File: src/hw/rtl/vrt_pkg.sv
// shared types and constants for the voxel ray traversal block
// no dependencies
package vrt_pkg;

  localparam int COORD_BITS = 32;
  localparam int FRAC_BITS  = 16;
  localparam int DIR_BITS   = 16;
  localparam int STEP_BITS  = 16;
  localparam int ORIGIN_W   = 48;
  localparam int HEAD_W     = 16;
  localparam int CELL_W     = 32;
  localparam int T_BITS     = 40;
  // root bits: integer digits plus fraction digits
  localparam int LEN_W      = DIR_BITS + 1 + FRAC_BITS;
  localparam int REM_W      = LEN_W + 3;
  localparam int SS_W       = 2 * DIR_BITS;
  localparam int CNT_W      = $clog2(LEN_W + 1);

  localparam logic [T_BITS-1:0] T_MAX = {T_BITS{1'b1}};

  localparam logic OP_START  = 1'b0;
  localparam logic OP_ANSWER = 1'b1;

  localparam logic KIND_QUERY = 1'b0;
  localparam logic KIND_FINAL = 1'b1;

  localparam logic [1:0] AX_X = 2'd0;
  localparam logic [1:0] AX_Y = 2'd1;
  localparam logic [1:0] AX_Z = 2'd2;

  typedef struct packed {
    logic [1:0]        axis;
    logic [T_BITS-1:0] crossing;
  } vrt_pick_t;

endpackage

File: src/hw/rtl/vrt_step_unit.sv
// axis selection and saturating crossing update for one traversal step
// depends on vrt_pkg
module vrt_step_unit (
  input  logic [vrt_pkg::T_BITS-1:0] next_crossing [3],
  input  logic [vrt_pkg::T_BITS-1:0] crossing_step [3],
  input  logic [2:0]                 axis_is_zero,
  output vrt_pkg::vrt_pick_t         pick
);
  import vrt_pkg::*;

  logic [T_BITS-1:0] tx, ty, tz;
  logic              zx, zy, zz;
  logic [1:0]        ax;
  logic [T_BITS:0]   sum;

  // smallest crossing, ties x then y then z, zero axes skipped
  always_comb begin
    tx = next_crossing[0];
    ty = next_crossing[1];
    tz = next_crossing[2];
    zx = axis_is_zero[0];
    zy = axis_is_zero[1];
    zz = axis_is_zero[2];
    priority if (!zx && (zy || tx <= ty) && (zz || tx <= tz)) ax = AX_X;
    else if (!zy && (zx || ty <= tx) && (zz || ty <= tz)) ax = AX_Y;
    else ax = AX_Z;
  end

  // saturating add of the step distance
  always_comb begin
    sum = {1'b0, next_crossing[ax]} + {1'b0, crossing_step[ax]};
    pick.axis = ax;
    pick.crossing = sum[T_BITS] ? T_MAX : sum[T_BITS-1:0];
  end

endmodule

File: src/hw/rtl/voxel_ray_traversal.sv
// voxel ray traversal top level: start setup through one shared compare-subtract
// unit (square root, then three divisions), then at most one cell step per answer item.
// start item: the root and divide steps produce one digit per cycle; degenerate rays
//   skip them and go straight to the result
// answer item: one item at a time, stall high while busy
// reset: synchronous, clears the sequencer and the active-ray flag; depends on vrt_pkg
module voxel_ray_traversal (
  input  logic                           clk,
  input  logic                           rst,
  input  logic                           in_valid,
  output logic                           in_stall,
  input  logic                           op,
  input  logic [vrt_pkg::ORIGIN_W-1:0]   origin_x,
  input  logic [vrt_pkg::ORIGIN_W-1:0]   origin_y,
  input  logic [vrt_pkg::ORIGIN_W-1:0]   origin_z,
  input  logic [vrt_pkg::HEAD_W-1:0]     heading_x,
  input  logic [vrt_pkg::HEAD_W-1:0]     heading_y,
  input  logic [vrt_pkg::HEAD_W-1:0]     heading_z,
  input  logic [15:0]                    max_steps,
  input  logic                           stop_before,
  input  logic                           cell_solid,
  output logic                           out_valid,
  input  logic                           out_stall,
  output logic                           result_kind,
  output logic [vrt_pkg::CELL_W-1:0]     cell_x,
  output logic [vrt_pkg::CELL_W-1:0]     cell_y,
  output logic [vrt_pkg::CELL_W-1:0]     cell_z
);
  import vrt_pkg::*;

  typedef enum logic [6:0] {
    S_IDLE = 7'b0000001,
    S_SQ   = 7'b0000010,
    S_SQRT = 7'b0000100,
    S_DIV  = 7'b0001000,
    S_MUL  = 7'b0010000,
    S_STEP = 7'b0100000,
    S_OUT  = 7'b1000000
  } state_t;

  state_t state;
  logic [CNT_W-1:0]      cnt;
  logic [1:0]            axis;
  logic                  ray_active;
  logic [STEP_BITS-1:0]  steps_left;
  logic                  back_off_flag;
  logic [1:0]            last_axis;
  logic [COORD_BITS-1:0] current_cell [3];
  logic [T_BITS-1:0]     next_crossing [3];
  logic [T_BITS-1:0]     crossing_step [3];
  logic [2:0]            axis_sign_negative;
  logic [2:0]            axis_is_zero;
  logic [FRAC_BITS-1:0]  frac [3];
  logic [DIR_BITS-1:0]   mag [3];
  logic [SS_W-1:0]       acc;
  logic [2*LEN_W-1:0]    radicand;
  logic [LEN_W-1:0]      root;
  logic [REM_W-1:0]      rem;
  logic [LEN_W-1:0]      dq;
  logic                  out_kind;
  logic [COORD_BITS-1:0] out_cell [3];

  logic                  in_accept;
  logic [ORIGIN_W-1:0]   org [3];
  logic [DIR_BITS-1:0]   head [3];
  logic [COORD_BITS-1:0] floor_cell [3];
  logic [2:0]            head_zero;
  logic [2:0]            head_neg;
  logic [DIR_BITS-1:0]   head_mag [3];
  logic [SS_W-1:0]       acc_next;
  logic [REM_W-1:0]      sub_a, sub_b;
  logic [REM_W:0]        diff;
  logic                  ge;
  logic [LEN_W-1:0]      quo;
  logic [LEN_W+T_BITS-1:0] quo_wide;
  logic [T_BITS-1:0]     quo_sat;
  logic [FRAC_BITS:0]    face_dist;
  logic [T_BITS+FRAC_BITS:0] prod;
  logic [T_BITS-1:0]     t_sat;
  vrt_pick_t             pick;
  logic [COORD_BITS-1:0] step_cell [3];
  logic [COORD_BITS-1:0] back_cell [3];

  assign in_stall  = (state != S_IDLE);
  assign out_valid = (state == S_OUT);
  assign in_accept = in_valid && !in_stall;

  assign result_kind = out_kind;
  assign cell_x = CELL_W'(signed'(out_cell[0]));
  assign cell_y = CELL_W'(signed'(out_cell[1]));
  assign cell_z = CELL_W'(signed'(out_cell[2]));

  // start item decode: floor, sign and magnitude per axis
  always_comb begin
    org[0] = origin_x;
    org[1] = origin_y;
    org[2] = origin_z;
    head[0] = heading_x[DIR_BITS-1:0];
    head[1] = heading_y[DIR_BITS-1:0];
    head[2] = heading_z[DIR_BITS-1:0];
    for (int a = 0; a < 3; a++) begin
      floor_cell[a] = COORD_BITS'(signed'(org[a]) >>> FRAC_BITS);
      head_zero[a]  = (head[a] == '0);
      head_neg[a]   = head[a][DIR_BITS-1] || head_zero[a];
      head_mag[a]   = head[a][DIR_BITS-1] ? (~head[a] + 1'b1) : head[a];
    end
  end

  // sum of squares accumulation, one axis per cycle
  assign acc_next = acc + SS_W'(mag[axis]) * SS_W'(mag[axis]);

  // shared compare-subtract unit: root digits and quotient bits
  always_comb begin
    if (state == S_SQRT) begin
      sub_a = {rem[REM_W-3:0], radicand[2*LEN_W-1 -: 2]};
      sub_b = REM_W'({root, 2'b01});
    end else begin
      sub_a = {rem[REM_W-2:0], dq[LEN_W-1]};
      sub_b = REM_W'(mag[axis]);
    end
    diff = {1'b0, sub_a} - {1'b0, sub_b};
    ge   = !diff[REM_W];
  end

  // quotient with saturation to the crossing width
  always_comb begin
    quo      = {dq[LEN_W-2:0], ge};
    quo_wide = (LEN_W+T_BITS)'(quo);
    quo_sat  = (|(quo_wide >> T_BITS)) ? T_MAX : quo_wide[T_BITS-1:0];
  end

  // first crossing: step times distance to the next face
  always_comb begin
    face_dist = axis_sign_negative[axis] ? {1'b0, frac[axis]}
                                         : ((FRAC_BITS+1)'(1) << FRAC_BITS) - {1'b0, frac[axis]};
    prod  = crossing_step[axis] * face_dist;
    t_sat = (|(prod >> (FRAC_BITS + T_BITS))) ? T_MAX : prod[FRAC_BITS +: T_BITS];
  end

  vrt_step_unit u_step (
    .next_crossing (next_crossing),
    .crossing_step (crossing_step),
    .axis_is_zero  (axis_is_zero),
    .pick          (pick)
  );

  // stepped cell and backed-off cell
  always_comb begin
    for (int a = 0; a < 3; a++) begin
      step_cell[a] = current_cell[a];
      back_cell[a] = current_cell[a];
    end
    step_cell[pick.axis] = axis_sign_negative[pick.axis] ? current_cell[pick.axis] - 1'b1
                                                         : current_cell[pick.axis] + 1'b1;
    if (back_off_flag) begin
      back_cell[last_axis] = axis_sign_negative[last_axis] ? current_cell[last_axis] + 1'b1
                                                           : current_cell[last_axis] - 1'b1;
    end
  end

  // sequencer
  always_ff @(posedge clk) begin
    if (rst) begin
      state      <= S_IDLE;
      ray_active <= 1'b0;
      cnt        <= '0;
      axis       <= AX_X;
    end else begin
      unique case (state)
        S_IDLE: begin
          if (in_accept && op == OP_START) begin
            for (int a = 0; a < 3; a++) begin
              current_cell[a] <= floor_cell[a];
              frac[a]         <= org[a][FRAC_BITS-1:0];
              mag[a]          <= head_mag[a];
              out_cell[a]     <= floor_cell[a];
            end
            axis_is_zero       <= head_zero;
            axis_sign_negative <= head_neg;
            back_off_flag      <= stop_before;
            steps_left         <= max_steps[STEP_BITS-1:0];
            last_axis          <= AX_X;
            acc                <= '0;
            axis               <= AX_X;
            if (&head_zero || max_steps[STEP_BITS-1:0] == '0) begin
              ray_active <= 1'b0;
              out_kind   <= KIND_FINAL;
              state      <= S_OUT;
            end else begin
              state <= S_SQ;
            end
          end else if (in_accept && ray_active) begin
            if (cell_solid) begin
              ray_active <= 1'b0;
              out_kind   <= KIND_FINAL;
              out_cell   <= back_cell;
              state      <= S_OUT;
            end else if (steps_left == '0) begin
              ray_active <= 1'b0;
              out_kind   <= KIND_FINAL;
              out_cell   <= current_cell;
              state      <= S_OUT;
            end else begin
              state <= S_STEP;
            end
          end
        end
        S_SQ: begin
          acc <= acc_next;
          if (axis == AX_Z) begin
            radicand <= (2*LEN_W)'(acc_next) << (2 * FRAC_BITS);
            root     <= '0;
            rem      <= '0;
            cnt      <= '0;
            state    <= S_SQRT;
          end else begin
            axis <= axis + 1'b1;
          end
        end
        S_SQRT: begin
          radicand <= radicand << 2;
          root     <= {root[LEN_W-2:0], ge};
          rem      <= ge ? diff[REM_W-1:0] : sub_a;
          cnt      <= cnt + 1'b1;
          if (cnt == CNT_W'(LEN_W - 1)) begin
            dq    <= {root[LEN_W-2:0], ge};
            rem   <= '0;
            cnt   <= '0;
            axis  <= AX_X;
            state <= S_DIV;
          end
        end
        S_DIV: begin
          dq  <= quo;
          rem <= ge ? diff[REM_W-1:0] : sub_a;
          cnt <= cnt + 1'b1;
          if (cnt == CNT_W'(LEN_W - 1)) begin
            crossing_step[axis] <= axis_is_zero[axis] ? '0 : quo_sat;
            dq  <= root;
            rem <= '0;
            cnt <= '0;
            if (axis == AX_Z) begin
              axis  <= AX_X;
              state <= S_MUL;
            end else begin
              axis <= axis + 1'b1;
            end
          end
        end
        S_MUL: begin
          next_crossing[axis] <= axis_is_zero[axis] ? '0 : t_sat;
          if (axis == AX_Z) begin
            state <= S_STEP;
          end else begin
            axis <= axis + 1'b1;
          end
        end
        S_STEP: begin
          next_crossing[pick.axis] <= pick.crossing;
          current_cell             <= step_cell;
          out_cell                 <= step_cell;
          last_axis                <= pick.axis;
          steps_left               <= steps_left - 1'b1;
          ray_active               <= 1'b1;
          out_kind                 <= KIND_QUERY;
          state                    <= S_OUT;
        end
        S_OUT: begin
          if (!out_stall) state <= S_IDLE;
        end
        default: state <= S_IDLE;
      endcase
    end
  end

  // the block never takes an item while a result waits
  a_no_accept_with_result: assert property (@(posedge clk) disable iff (rst)
    !in_stall |-> !out_valid)
    else $error("input ready while a result is pending");

  // an answer with no active ray yields nothing
  a_idle_answer_silent: assert property (@(posedge clk) disable iff (rst)
    (in_valid && !in_stall && op == OP_ANSWER && !ray_active) |=> !out_valid)
    else $error("result produced for an answer with no active ray");

  // digit counter stays within the root and divide length
  a_cnt_bound: assert property (@(posedge clk) disable iff (rst)
    (state == S_SQRT || state == S_DIV) |-> cnt < CNT_W'(LEN_W))
    else $error("digit counter out of range");

  // a query result always comes with an active ray
  a_query_active: assert property (@(posedge clk) disable iff (rst)
    (out_valid && out_kind == KIND_QUERY) |-> ray_active)
    else $error("query issued without an active ray");

endmodule
File: config.mk
export PLATFORM = sky130hd
export DESIGN_NAME = voxel_ray_traversal
export DESIGN_NICKNAME = d
export VERILOG_FILES = /design/src/hw/rtl/vrt_pkg.sv /design/src/hw/rtl/vrt_step_unit.sv /design/src/hw/rtl/voxel_ray_traversal.sv
export SDC_FILE = /design/constraint.sdc
export NUM_CORES = 2
export LEC_CHECK = 0
export CAP_MARGIN = 20
export CORE_MARGIN = 1
export CORE_UTILIZATION = 31
export DETAILED_ROUTE_END_ITERATION = 6
export DONT_BUFFER_PORTS = 1
export SLEW_MARGIN = 5
export SYNTH_ARGS = -nofsm -noshare
export SYNTH_HDL_FRONTEND = slang
export SYNTH_SLANG_ARGS = --single-unit
File: constraint.sdc
create_clock -name clk -period 12.4 [get_ports clk]
set_clock_uncertainty 0.05 [all_clocks]
set_input_delay 2.48 -clock clk [delete_from_list [all_inputs] [get_ports clk]]
set_output_delay 2.48 -clock clk [all_outputs]
set_load 0.05 [all_outputs]
* After elaboration in Yosys (flattened, before gate mapping)
Memory sizes are Yosys's and may differ from the RTL's. A register that Yosys moved wholly into a read port is not among the register bits. Cells that the tools add are included. W data, S select, Z words.
Word-level totals: register bits 673, bits in writable memories 96, input port bits 215, output and inout port bits 99, word-level logic and storage cells 254, memories 2
Cells by class: $add $sub $neg 14, multiply operators 2, order comparisons 13, equality and inequality tests 21, multiplexer cells 116, bitwise gates (word level) 8, reductions and logical operators 51
Memory list:
- frac | words 3, bits a word 16, rd ports 1, clocked after Yosys merged registers in 1, write ports 3, RTL line voxel_ray_traversal.sv:53 | logic [FRAC_BITS-1:0] frac [3];
- mag | words 3, bits a word 16, rd ports 1, clocked after Yosys merged registers in 1, write ports 3, RTL line voxel_ray_traversal.sv:54 | logic [DIR_BITS-1:0] mag [3];
Operators by type and width (number):
- $mux W96 | 6
- $mux W40 | 11
- $pmux W96 S2 | 2
- $bwmux W120 | 3
- $mux W32 | 9
- $bmux W40 S2 | 3
- $pmux W120 S2 | 1
- $bwmux W96 | 2
- $demux W40 S2 | 2
- $le A40 B40 Y1 | 4
- $mux W35 | 4
- $mux W33 | 4
- $pmux W33 S2 | 2
- $pmux W66 S2 | 1
- $bmux W32 S2 | 2
- $demux W32 S2 | 2
- $logic_not A16 Y1 | 5
- $mux W7 | 11
- $pmux W35 S2 | 1
- $mux W66 | 1
- $add A32 B1 Y32 const B | 2
- $mux W16 | 4
- $pmux W32 S2 | 1
- $sub A32 B1 Y32 const B | 2
- other kinds (53) | 140

* Depth between registers and ports, before layout
word-level depth 14, depth in mapped cells 38

* Modules after synthesis
From an unflattened synthesis, not the netlist that was laid out.
Second synthesis, totals: cells, all modules 7843, area total of the unflattened synthesis 71882.7 um2
By module, submodules not included:
- voxel_ray_traversal | instances 1, cells an instance 6860, area each 64830.9 um2
- vrt_step_unit | instances 1, cells an instance 983, area each 7051.8 um2

* Worst setup path before layout
No wires, ideal clock.
path type reg2reg, start point reg with a tool-made name, end point reg next_crossing[114] (netlist bit), data pin, arrival time 8706 ps, required time 12079 ps, slack 3372 ps, cell stages (with the launch flop) 37, path buffers 3, path through dfxtp_1 clkbuf_1 clkbuf_1 mux2i_1 nor2_1 a21oi_1 ha_1 nand2_1 or2_2 o21ai_0 xor2_1 clkbuf_1 nand2_1 fa_1 inv_1 fa_1 fa_1 fa_1 fa_1 inv_1 fa_1 inv_1 ha_1 a21o_1 a21o_1 a21oi_1 o311ai_0 o21bai_1 a21oi_1 a21oi_1 o211ai_1 a21oi_1 o311ai_0 o21a_1 a21oi_1 xor2_1 o22ai_1
RTL lines:
- to (signal, indexed assignment) | RTL line voxel_ray_traversal.sv:251 | next_crossing[axis] <= axis_is_zero[axis] ? '0 : t_sat;
- to (signal, indexed assignment) | RTL line voxel_ray_traversal.sv:259 | next_crossing[pick.axis] <= pick.crossing;
- to (decl) | RTL line voxel_ray_traversal.sv:49 | logic [T_BITS-1:0] next_crossing [3];

==> metrics.csv <==
metric,value,unit
status,finished clean,
dp_hpwl,165000,um
synth_warnings,0,
grt_pass1_wl,336900,um
finalSetupViolCount,0,
cts_sinks,718,
core_region_area,0.2247,mm^2
clock_latency,760,ps
synthFlopType,edfxtp_1,
post-route-util,0.3417,
maxCapViolCount,0,
ant_nets,0,
clockBufferDepth,3,
design_area,0.07678,mm^2
fin_nets,8845,
crit_top_cell,fa_1,
drcViolationCount,0,
seqCellArea,0.02138,mm^2
syn2layout_area_growth,9.643,%
finalMaxSlewViolations,0,
cts_buffers,87,
synth_edf_count,700,
start_util,0.3117,
ctsHtreeMaxLevel,3,
ys_seq_area_frac,0.3053,
hold_viol,0,
cts_setup_buffers,0,
grt-ovfl-total,0,
routed_wirelength,220000,um
cp.arrival,10950,ps
yosysMostFrequentCell,nand2_1,
async_flop_share,0,
crit_type,reg -> reg,
placementRows,174,
die-area,0.2278,mm^2
firstDrtPassIters,6,
root_buffer,clkbuf_16,
synthTopCellsByArea,"edfxtp_1 (30%), fa_1 (19%), ha_1 (8.7%)",
syn-num-nets,8985,
fp.dieH,477.3,um
grt_start_max_net_pins,163,
period_minus_slack,10610,ps
vias,55195,
wl_per_cell,20.84,um
io_buffer_count,0,
crit_required,12740,ps
hp-class,reg -> reg,
num-fill-cells,22781,
dpl_cell_area,0.07371,mm^2
grtUsageTotal,0.1898,
clkTransAtPathRegs,60,ps
timing.hold.ws,416.4,ps
slowest_delay,900,ps
cts_tree,built,
vias_per_cell,5.228,
yosysUniqueCellTypes,84,
crit_fanout,31,
tightest_slew,1218,ps
antenna_found_initial,33,
slowest_stage,o311ai_0,
ys_ff_latch,718,
synth_cells,7621,
grt_pass1_vias,55709,
synth_top_area_cell,edfxtp_1,
tns,0,ps
synth_area,0.07002,mm^2
die_x,477.3,um
multi_input_comb_area,0.04368,mm^2
layout-drive-gt1-share,0.04620,
reg2reg_slack,1790,ps
drt-initial-drc-count,4758,
cts.hold.buffers_added,0,
cp-end-kind,flop,
grt_setup_unrepaired,false,
gp_congestion,0.9228,
ios,314,
max_freq,0.09421,GHz
ys_top_cells_by_count,"nand2_1 (1110), inv_1 (1053), edfxtp_1 (700)",
post-route-period-util,0.8560,
synth_area_per_cell,9.188,um^2
start_kind,flop,
synth_top_area_frac,0.3002,
post_cts_resized,0,
slew_headroom,0.1818,
sequential cells by signal, summed over array words and instances (netlist names), named ones only:
register            count
root                   33
current_cell           96
cnt                     6
frac                   48
result_kind             1
cell_z                 32
back_off_flag           1
acc                    32
cell_x                 32
mag                    48
crossing_step          99
radicand               34
rem                    35
steps_left             16
dq                     33
ray_active              1
axis_sign_negative      3
axis_is_zero            3
cell_y                 32
state                   7
axis                    2
next_crossing         120
last_axis               2
kinds of logic after synthesis:
group / Yosys count / synth area share
AND/OR/NAND/NOR: 2340 / 0.1446
AO/OA/AOI/OAI: 1497 / 0.1304
buffers and inverters: 1413 / 0.07587
adder cells (fa/ha/maj): 1149 / 0.2763
flip-flops: 718 / 0.3053
XOR/XNOR: 258 / 0.03227
multiplexers: 246 / 0.03527
worst max-delay path, delay by kind of cell, from the launching register on:
kind / cells / cell delay (ps)
AO/OA/AOI/OAI: 12 / 3280
XOR/XNOR: 2 / 800
adder cells (fa/ha/maj): 8 / 3520
buffers and inverters: 6 / 1020
flip-flops: 1 / 590
multiplexers: 1 / 270
AND/OR/NAND/NOR: 4 / 720
path summary, 6_finish.rpt:
check,from,end,cells past startpoint
setup / recovery,flop,next_crossing[114],33
hold / removal,ray_active,ray_active,2
setup reg to reg,flop,next_crossing[114],33
hold reg to reg,ray_active,ray_active,2
stage by stage:
step           cells  setup WS (ps)
2_1_floorplan   7621           3372
4_1_cts        10544           1720
3_5_place_dp   10382           1810
6_report       10558           1785
3_3_place_gp   10382           1958
5_1_grt        10552           1173
cells in the final DEF (no fill, tap or decap), drive strengths merged, types with 44 or more instances in the layout:
cell type	n
a31oi	66
edfxtp	700
o21ai	354
nor2	667
a21o	130
mux2i	240
nand3	88
o211ai	81
buf	122
clkbuf	102
and2	170
xor2	77
nor3	58
nand2	1110
o21a	47
ha	487
fa	662
o22ai	124
xnor2	181
inv	1059
a21oi	486
nand4	44
final cells by class:
cell class | instances | area share
Inverter | 1062 | 0.05202
Tap cell | 2992 | 0.04876
Timing Repair Buffer | 122 | 0.01230
Multi-Input combinational cell | 5490 | 0.5689
Sequential cell | 718 | 0.2785
Antenna cell | 12 | 0.0003911
Clock inverter | 60 | 0.01001
Clock buffer | 102 | 0.02909
per-layer routing:
layer  share of wire  track usage  vias to the layer above  wire length, um
met5         0.00067            0                        -              147
met4           0.037      0.06537                       26             8071
met3           0.073      0.03273                      420            16140
met2            0.46       0.3121                     2143           102000
met1            0.43       0.2505                    27320            93690
li1                -            -                    25286                -
Power is not shown: default switching activity piles up to over one toggle a cycle in this logic, so the estimate is an artifact.
